## src/rtl/brb_pkg.sv

```systemverilog
package brb_pkg;

   // field widths of the request and response words
   localparam int LANES      = 4;
   localparam int LANE_W     = 2;
   localparam int COUNT_W    = 3;
   localparam int BYTE_W     = 8;
   localparam int AVAIL_W    = 10;
   localparam int RING_W     = 11;
   localparam int REQ_DATA_W = 40;
   localparam int RSP_DATA_W = 56;

   // configuration port
   localparam int CSR_ADDR_W = 3;
   localparam int CSR_DATA_W = 32;

   // register selects, taken from the word address bit
   localparam logic REG_RING_SIZE = 1'b0;

   localparam logic [RING_W-1:0] RING_RESET = 11'd1024;

   // request kinds
   localparam logic OP_WRITE = 1'b0;
   localparam logic OP_READ  = 1'b1;

   // commands from the controller to the datapath
   typedef struct packed {
      logic load;
      logic step;
      logic publish;
   } ctl_cmd_type;

   // status from the datapath to the controller
   typedef struct packed {
      logic steps_done;
      logic out_free;
   } ctl_stat_type;

endpackage

```

## src/rtl/brb_ctrl.sv

```systemverilog
module brb_ctrl (
   input  logic                  clock,
   input  logic                  reset,
   input  logic                  req_tvalid,
   output logic                  req_tready,
   output brb_pkg::ctl_cmd_type  cmd,
   input  brb_pkg::ctl_stat_type stat
);

   import brb_pkg::*;

   typedef enum logic [2:0] {
      ST_IDLE   = 3'b001,
      ST_STEP   = 3'b010,
      ST_FINISH = 3'b100
   } state_type;

   state_type state_ff;
   state_type state_in;

   // next state and commands
   always_comb begin
      state_in    = state_ff;
      cmd         = '0;
      req_tready  = 1'b0;
      unique case (state_ff)
         ST_IDLE: begin
            req_tready = 1'b1;
            if (req_tvalid) begin
               cmd.load = 1'b1;
               state_in = ST_STEP;
            end
         end
         ST_STEP: begin
            if (stat.steps_done) begin
               state_in = ST_FINISH;
            end else begin
               cmd.step = 1'b1;
            end
         end
         ST_FINISH: begin
            // wait for the response register to free up
            if (stat.out_free) begin
               cmd.publish = 1'b1;
               state_in    = ST_IDLE;
            end
         end
         default: begin
            state_in = ST_IDLE;
         end
      endcase
   end

   always_ff @(posedge clock) begin
      if (reset) begin
         state_ff <= ST_IDLE;
      end else begin
         state_ff <= state_in;
      end
   end

   a_load_starts_steps: assert property (@(posedge clock) disable iff (reset)
      cmd.load |=> state_ff == ST_STEP)
      else $error("load did not enter the byte stepping state");

   a_finish_after_steps: assert property (@(posedge clock) disable iff (reset)
      state_ff == ST_FINISH |-> stat.steps_done)
      else $error("finish reached with bytes still to move");

endmodule

```

## config.mk

```make
export PLATFORM = sky130hd
export DESIGN_NAME = brb_ctrl
export DESIGN_NICKNAME = d
export VERILOG_FILES = /design/src/rtl/brb_pkg.sv /design/src/rtl/brb_ctrl.sv
export SDC_FILE = /design/constraint.sdc
export NUM_CORES = 1
export LEC_CHECK = 0
export ABC_AREA = 0
export BUFFER_PORTS_ARGS = -buffer_cell sky130_fd_sc_hd__buf_4
export CAP_MARGIN = 5
export CORE_AREA = 10 10 47 49
export DETAILED_ROUTE_END_ITERATION = 12
export DIE_AREA = 0 0 57 59
export HOLD_SLACK_MARGIN = 0.05
export PLACE_DENSITY_LB_ADDON = 0.15
export SLEW_MARGIN = 20
export SYNTH_ARGS = -nofsm -noshare
export SYNTH_HDL_FRONTEND = slang
export SYNTH_SLANG_ARGS = --single-unit
```

## constraint.sdc

```tcl
create_clock -name clock -period 1.22 [get_ports clock]
set_input_delay 0.244 -clock clock [delete_from_list [all_inputs] [get_ports clock]]
set_output_delay 0.244 -clock clock [all_outputs]
set_load 0.01 [all_outputs]
```

==> results of run 1 <==
-- worst reg2reg max path, delay by kind of cell, from the launching register on --
family | cells | cell delay (ns)
AO/OA/AOI/OAI | 1 | 0.19
flip-flops | 1 | 0.39
buffers and inverters | 1 | 0.13
AND/OR/NAND/NOR | 1 | 0.33
-- per-stage QoR --
step	setup WS [ns]	setup TNS, ns	total power [W]	instance area (um^2)
after floorplan	0.05928	0	0.0001597	216.5
after global placement	0.08201	0	0.0001841	281.5
after detailed placement	0.07753	0	0.0001852	281.5
after CTS	-0.06106	-0.2138	0.0003780	365.4
after global routing	-0.08311	-0.3012	0.0004040	399.1
final	-0.04370	-0.1362	0.0003825	399.1
-- cells in the mapped netlist --
cell type  count  share of area [%]
dfxtp_1        3                 28
buf_6          2                 10
nand3b_1       2                6.9
or3b_1         2                8.1
a211o_1        1                4.0
a211oi_1       1                3.5
a211oi_2       1                5.8
buf_4          1                3.5
inv_1          1                1.7
nand2_1        1                1.7
nand2b_1       1                2.9
nor2_1         1                1.7
nor3_1         1                2.3
nor3b_1        1                3.5
nor3b_2        1                5.8
nor4b_1        1                4.0
o2111ai_1      1                4.0
o21ai_0        1                2.3
-- placed cells by master, fill, tap and decap left out --
cell,synthesis,final
o2111ai_1,1,1
nand3b_1,2,2
nand2_1,1,1
clkbuf_1,0,1
a211oi_1,1,1
nor2_1,1,1
nor4b_4,0,1
buf_4,1,11
nor3b_2,1,2
buf_6,2,3
nand2b_4,0,1
clkbuf_4,0,3
o21ai_0,1,1
nor3_4,0,1
a211oi_2,1,1
a211o_1,1,1
or3b_1,2,2
dfxtp_4,0,3
inv_1,1,1
-- power groups by stage --
stage               Clock, W  Sequential [W]  Combinational, W
finish              0.000176        0.000117         0.0000899
global route        0.000189        0.000118         0.0000973
CTS                 0.000183        0.000115         0.0000797
detailed placement         0        0.000118         0.0000671
global placement           0        0.000117         0.0000669
floorplan                  0        0.000108         0.0000512
-- final timing paths --
path | startpoint | to | slack [ns] | cells past startpoint
setup / recovery | state_ff[1] | req_tready | -0.04 | 3
hold / removal | reset | state_ff[1] | 0.19 | 2
setup reg to reg | state_ff[2] | state_ff[2] | 0.09 | 3
hold reg to reg | state_ff[0] | state_ff[2] | 0.49 | 1
-- cell families (layout without fill, tap and decap cells) --
kind of cell | count (synthesis) | count (layout)
buffers and inverters | 4 | 19
AND/OR/NAND/NOR | 11 | 11
AO/OA/AOI/OAI | 5 | 5
flip-flops | 3 | 3
-- metal layers --
layer  part of all wire [%]  up-vias  routed length [um]  track usage, %
met5                      0        -                   0               0
met4                    2.1        0                  14           6.040
met3                    4.5        2                  31           1.288
met2                     54        8                 366           7.132
met1                     39      108                 269           3.660
li1                       -      115                   -               -
-- final cells by class --
class | instances | area [um^2] | area share, %
Clock buffer | 4 | 26.28 | 6.583
Inverter | 1 | 3.754 | 0.9404
Multi-Input combinational cell | 16 | 161.4 | 40.44
Sequential cell | 3 | 71.32 | 17.87
Tap cell | 16 | 20.02 | 5.016
Timing Repair Buffer | 14 | 116.4 | 29.15
-- timing repair --
action,4_1_cts,5_1_grt
resized for setup,12,3
endpoints found under the setup margin,4,4
endpoints found under the hold margin,0,0
buffers inserted,2,2
pin swaps,3,1
==> flow_summary.ini, run 1 <==
[route]
wire_per_inst_um = 12.63
drtAntennaViolNets = 0
viasPerCell = 4.315
vias = 233
drc = 0
drt_first_pass_iters = 2
first_iter_violations = 2
wl_um = 682

[logic_synthesis]
yosys_warnings = 0
synthMuxAreaShare_pct = 0
ys_ff_latch = 3
synth_fp_nets = 28
synthAdderAreaFrac_pct = 0
synth-simple-area-share_pct = 36.99
synth_top_family_by_area = simple AND/OR/NAND/NOR gates
avgSynthCellArea_um2 = 9.411
ys_seq_area_share_pct = 27.75
yosysUniqueCellTypes = 18
synthXorXnorAreaFrac_pct = 0
postSynthCellCount = 23
syn_area_um2 = 216.5
synth_compound_area_share_pct = 19.65

[clocking]
clock_latency_ns = 0.23
htreeDepth = 1
cts.sinks = 3
clk_pin_slew_ns = 0.04
clock_path_buffers = 2
cts_hold_buf = 0
cts_tree = built
cts_buffers = 3
cts-root-buf = clkbuf_4

[final_layout]
finalNonFillerCells = 54
antennaDiodeCount = 0
fillCellCount = 163
largestRegisters = state_ff (3)
syn_to_final_growth_pct = 84.39
largest-register = state_ff
final_layout_size_suffix_gt1_share_pct = 68.42
largest_reg_flops = 3
layout.nets = 44
post-route-util_pct = 28.48

[sta]
setup_viol = 4
timing.slew.headroom_pct = 88.21
fmax_ghz = 0.7913
hold_violations = 0
period_share_pct = 103.6
slew_viol_final = 0
whs_ns = 0.1858
worst_pin_slew_ns = 0.1750
skew_ns = 0.003009
rsz0062_at_grt = yes
layout_setup_ws_ns = -0.04370
min_period_ns = 1.264

[pwr]
p_switching_w = 0.0001019
clkPwrFrac_pct = 45.9
leakage_nw = 0.1568
internal-power_w = 0.0002807
seq_power_share_pct = 30.6
comb_power_share_pct = 23.5
power_density_nw_per_um2 = 958.4
ir_drop_v = 0.0003727
swShare_pct = 26.63

[worst_setup_path]
cp_top_family = flip-flops
cp.required_ns = 0.98
critPathKind = reg -> out
crit_buf_inv = 2
crit_arrival_ns = 1.02
max_stage_delay_ns = 0.36
cp_slowest_cell = dfxtp_4
cp_max_fo = 6
crit_path_end_kind = output port
crit_chain = buf_6, nor3b_2, buf_4
start_kind = register

[floorplanning]
ios = 9
die_h_um = 59
die_area_um2 = 3363
fp.dieW_um = 57
row_count = 14
core_um2 = 1401
initial_utilization_pct = 15.45

[grt]
grt_pass1_vias = 265
grtUsageTotal_pct = 4.355
grt_antenna_before_repair = 0
grt_pass1_wl_um = 1117
grt_max_degree = 9
overflow = 0

[placement]
place_inst = 46
dp.final_hpwl_um = 461.8
io_buffer_count = 8
place_congestion = 0.6322

[hold_path]
hp-class = in -> reg

[status]
outcome = finished, violations left
violations = negative setup slack

[job]
maxCapViolCount = 0
Note: power is estimated with default switching activity, not from simulation.
==> inputs of run 2 (changes only) <==
PLACE_DENSITY_LB_ADDON = not set   (was 0.15)
==> run 2 against run 1 <==
Compared with the run above:
- the run still ends with negative setup slack left
- highest routed layer is now met3
- non-clock buffer count shrank 1
- via count shrank 7.3%
- routed wire length shrank 9.4%
- final cell count shrank 1.9%
==> flow_summary.ini, run 2 (synthesis results as in run 1) <==
[final_layout]
largest-register = state_ff
design_area_um2 = 387.9
largestRegisters = state_ff (3)
largest_reg_flops = 3
final_common_cell = buf_4
most-common-layout-cells = buf_4 (11), clkbuf_4 (3), dfxtp_4 (3)
syn_to_final_growth_pct = 79.19
antennaDiodeCount = 0
final_layout_size_suffix_gt1_share_pct = 67.57
post-route-util_pct = 27.68
layout.nets = 43

[route]
wire_per_inst_um = 11.66
drc = 0
first_iter_violations = 1
drt_first_pass_iters = 3
wl_um = 618
viasPerCell = 4.075
drtAntennaViolNets = 0
vias = 216

[sta]
layout_setup_ws_ns = -0.03951
period_share_pct = 103.2
hold_violations = 0
skew_ns = 0.001457
slew_viol_final = 0
whs_ns = 0.1787
setup_viol = 4
min_period_ns = 1.260
worst_pin_slew_ns = 0.1787
fmax_ghz = 0.7940
rsz0062_at_grt = yes
timing.slew.headroom_pct = 88.03

[worst_setup_path]
max_stage_delay_ns = 0.35
cp.required_ns = 0.98
rrSetupSlack_ns = 0.06
crit_chain = buf_6, nor3b_2, buf_4
crit_arrival_ns = 1.02
crit_buf_inv = 2
cp_slowest_cell = dfxtp_4
r2r_end = state_ff[1]
critPathKind = reg -> out
rr_startpoint = state_ff[0]
crit_path_end_kind = output port
r2r_cells = 3
cp_top_family = flip-flops
start_kind = register
cp_max_fo = 5

[clocking]
cts.sinks = 3
cts-root-buf = clkbuf_4
clock_latency_ns = 0.23
htreeDepth = 1
clk_pin_slew_ns = 0.04
clock_path_buffers = 2
cts_buffers = 3
cts_tree = built

[pwr]
leakage_nw = 0.1513
ir_drop_v = 0.0002342
power_density_nw_per_um2 = 981.0

[hold_path]
hold_start = reset
hp-class = in -> reg
holdPathEnd = state_ff[1]
hold_depth = 2

[floorplanning]
ios = 9
initial_utilization_pct = 15.45
die_h_um = 59
core_um2 = 1401
die_area_um2 = 3363
row_count = 14
fp.dieW_um = 57

[grt]
grt_pass1_vias = 252
overflow = 0
grt_max_degree = 7
grt_pass1_wl_um = 1090
grtUsageTotal_pct = 4.098
grt_antenna_before_repair = 0

[placement]
pre_cts_ws_ns = 0.1332
place_congestion = 0.7221
io_buffer_count = 8
dpl-instance-area_um2 = 281.5

[status]
violations = negative setup slack
outcome = finished, violations left

[job]
maxCapViolCount = 0
run 2: layout make-up:
cell class | instances | area [um^2]
inverters | 1 | 3.754
clock buffers | 4 | 26.28
well taps | 16 | 20.02
multi-input cells | 16 | 161.4
flip-flops and latches | 3 | 71.32
repair buffers | 13 | 105.1
fillers | 161 | 1013
run 2: worst max path at each step:
stage | slack [ns] | start | endpoint | cells past startpoint
finish | -0.04 | state_ff[1] | req_tready | 3
global route | -0.11 | state_ff[1] | req_tready | 3
CTS | -0.05 | state_ff[2] | req_tready | 3
detailed placement | 0.13 | state_ff[0] | cmd[1] | 2
global placement | 0.11 | state_ff[0] | cmd[1] | 2
floorplan | 0.06 | state_ff[2] | cmd[1] | 2
run 2: metrics by stage:
step / power, W / setup TNS (ns) / instances
floorplan: 0.0001597 / 0 / 23
global placement: 0.0001846 / 0 / 46
detailed placement: 0.0001843 / 0 / 46
CTS: 0.0003776 / -0.1367 / 52
global route: 0.0004148 / -0.3885 / 53
finish: 0.0003805 / -0.1283 / 53
run 2: power breakdown:
part | internal [W] | total (W) | switching, W
combinational | 0.0000550 | 0.0000903 | 0.0000353
sequential | 0.000103 | 0.000115 | 0.0000122
clock | 0.000123 | 0.000175 | 0.0000524
total | 0.000281 | 0.000380 | 0.0000998
run 2: per-layer routing:
layer	GRT usage, %	part of all wire, %	vias to the layer above
met5	0	0	-
met4	4.027	0	0
met3	0.8584	4.9	0
met2	5.581	47	6
met1	5.083	48	97
li1	-	-	113
run 2: worst register-to-register path, cell delays in order (launching register included):
cell	delay, ns
dfxtp_4	0.36
buf_4	0.15
or3b_1	0.36
a211oi_2	0.21
run 2: timing repair:
action,in CTS,in global routing
buffers inserted,2,1
gates resized for setup,10,7
pin swaps,4,3
hold buffers,0,0
endpoints found under the setup margin,4,5
==> inputs of run 3 (changes only) <==
CELL_PAD_IN_SITES_DETAIL_PLACEMENT = 0   (was not set)
CELL_PAD_IN_SITES_GLOBAL_PLACEMENT = 2   (was not set)
PLACE_DENSITY_LB_ADDON = 0.1   (was not set)
==> run 3 against run 2 <==
Compared with the run above:
- the run still ends with negative setup slack left
- hold slack better by 0.0098 ns
- critical path depth stayed put
- routed wire length is 11% higher
- flip-flop and latch count stayed put
- via count is 6.5% higher
- combinational power is 8.9% higher
- global-route usage is 0.13 points lower
- sequential share of layout area is 0.52 points lower
- sequential power hardly changed
- setup slack worse by 0.0013 ns
- non-clock buffer count is 1 higher
- total power is 1.2% higher
- critical path type unchanged
==> flow_summary.ini, run 3 (synthesis results as in run 1) <==
[worst_setup_path]
cp_max_fo = 6
crit_path_start = state_ff[1]
r2r_end = state_ff[2]
start_kind = register
rrSetupSlack_ns = 0.07
rr_startpoint = state_ff[2]
r2r_cells = 3
critPathKind = reg -> out
crit_path_end_kind = output port
cp.required_ns = 0.98
crit_arrival_ns = 1.02

[clocking]
cts-root-buf = clkbuf_4
cts.sinks = 3
cts_buffers = 3
cts_hold_buf = 0
clk_pin_slew_ns = 0.04
clock_latency_ns = 0.23
clock_path_buffers = 2
cts_tree = built
htreeDepth = 1

[final_layout]
syn_to_final_growth_pct = 84.39
antennaDiodeCount = 0
fillCellCount = 167
seqCellArea_um2 = 71.32
final_common_cell = buf_4
layout.nets = 44
largest_reg_flops = 3
largestRegisters = state_ff (3)
multi_input_area_um2 = 163.9
most-common-layout-cells = buf_4 (10), clkbuf_4 (3), buf_6 (3), dfxtp_4 (3)
final_layout_size_suffix_gt1_share_pct = 71.05
largest-register = state_ff

[sta]
slew_viol_final = 0
period_share_pct = 103.3
skew_ns = 0.004562
fmax_ghz = 0.7932
timing.slew.headroom_pct = 87.81
min_period_ns = 1.261
rsz0062_at_grt = yes
setup_viol = 4
worst_pin_slew_ns = 0.1818
setup_tns_ns = -0.1128
layout_setup_ws_ns = -0.04077
hold_violations = 0

[route]
drc = 0
vias = 230
drtAntennaViolNets = 0
first_iter_violations = 1
wire_per_inst_um = 12.72
wl_um = 687
drt_first_pass_iters = 2
viasPerCell = 4.259

[grt]
grt_max_degree = 11
grt_pass1_vias = 246
grt_pass1_wl_um = 993
overflow = 0
grtUsageTotal_pct = 3.964
grt_antenna_before_repair = 0

[placement]
io_buffer_count = 8
dp.final_hpwl_um = 450.4
pre_cts_ws_ns = 0.08180
place_congestion = 0.6634

[hold_path]
holdPathEnd = state_ff[1]
hold_start = reset
hp-class = in -> reg
hold_depth = 2

[floorplanning]
core_um2 = 1401
die_h_um = 59
fp.dieW_um = 57
row_count = 14
initial_utilization_pct = 15.45
ios = 9
die_area_um2 = 3363

[status]
outcome = finished, violations left
violations = negative setup slack

[pwr]
power_density_nw_per_um2 = 964.5
leakage_nw = 0.1567
ir_drop_v = 0.0002472

[job]
maxCapViolCount = 0
==> run 3: worst max-delay path by stage <==
stage	to	cells past startpoint
2_1_floorplan	cmd[1]	2
3_3_place_gp	cmd[0]	3
3_5_place_dp	cmd[1]	2
4_1_cts	cmd[0]	3
5_1_grt	cmd[0]	3
6_report	cmd[0]	3
==> run 3: repair_timing <==
action / in CTS / in global routing
pin swaps: 3 / 1
buffers inserted: 2 / 2
setup endpoints to repair: 4 / 4
resized for setup: 13 / 3
==> run 3: through the flow <==
step           instances  area [um^2]  hold slack [ns]   power, W  utilization [%]
6_report              54        399.1           0.1885  0.0003850            28.48
5_1_grt               54        399.1           0.1847  0.0004101            28.48
4_1_cts               52        374.1           0.1770  0.0003778            26.70
3_5_place_dp          46        281.5           0.4319  0.0001852            20.09
3_3_place_gp          46        281.5           0.4424  0.0001863            20.09
2_1_floorplan         23        216.5           0.3086  0.0001597                -
==> run 3: layout make-up <==
| cell class | count | share of cell area [%] |
|---|---|---|
| flip-flops and latches | 3 | 17.87 |
| clock buffers | 4 | 6.583 |
| inverters | 1 | 0.9404 |
| multi-input cells | 16 | 41.07 |
| well taps | 16 | 5.016 |
| repair buffers | 14 | 28.53 |
==> run 3: layer usage <==
metal | track usage (%) | up-vias | wire [um]
li1 | - | 114 | -
met1 | 3.298 | 108 | 255
met2 | 6.047 | 8 | 387
met3 | 2.790 | 0 | 43
met4 | 4.027 | 0 | 0
met5 | 0 | - | 0
==> run 3: critical path, stage by stage, from the launching register on <==
cell and delay, ns:
dfxtp_4 0.35, nand2b_4 0.14, nor3b_2 0.15, buf_4 0.14
==> run 3: power breakdown <==
part / internal [W] / leakage, nW / switching, W / total, W
Combinational: 0.0000606 / 0.115 / 0.0000377 / 0.0000983
Sequential: 0.000103 / 0.0262 / 0.0000131 / 0.000116
Clock: 0.000122 / 0.0150 / 0.0000482 / 0.000171
Total: 0.000286 / 0.157 / 0.0000990 / 0.000385
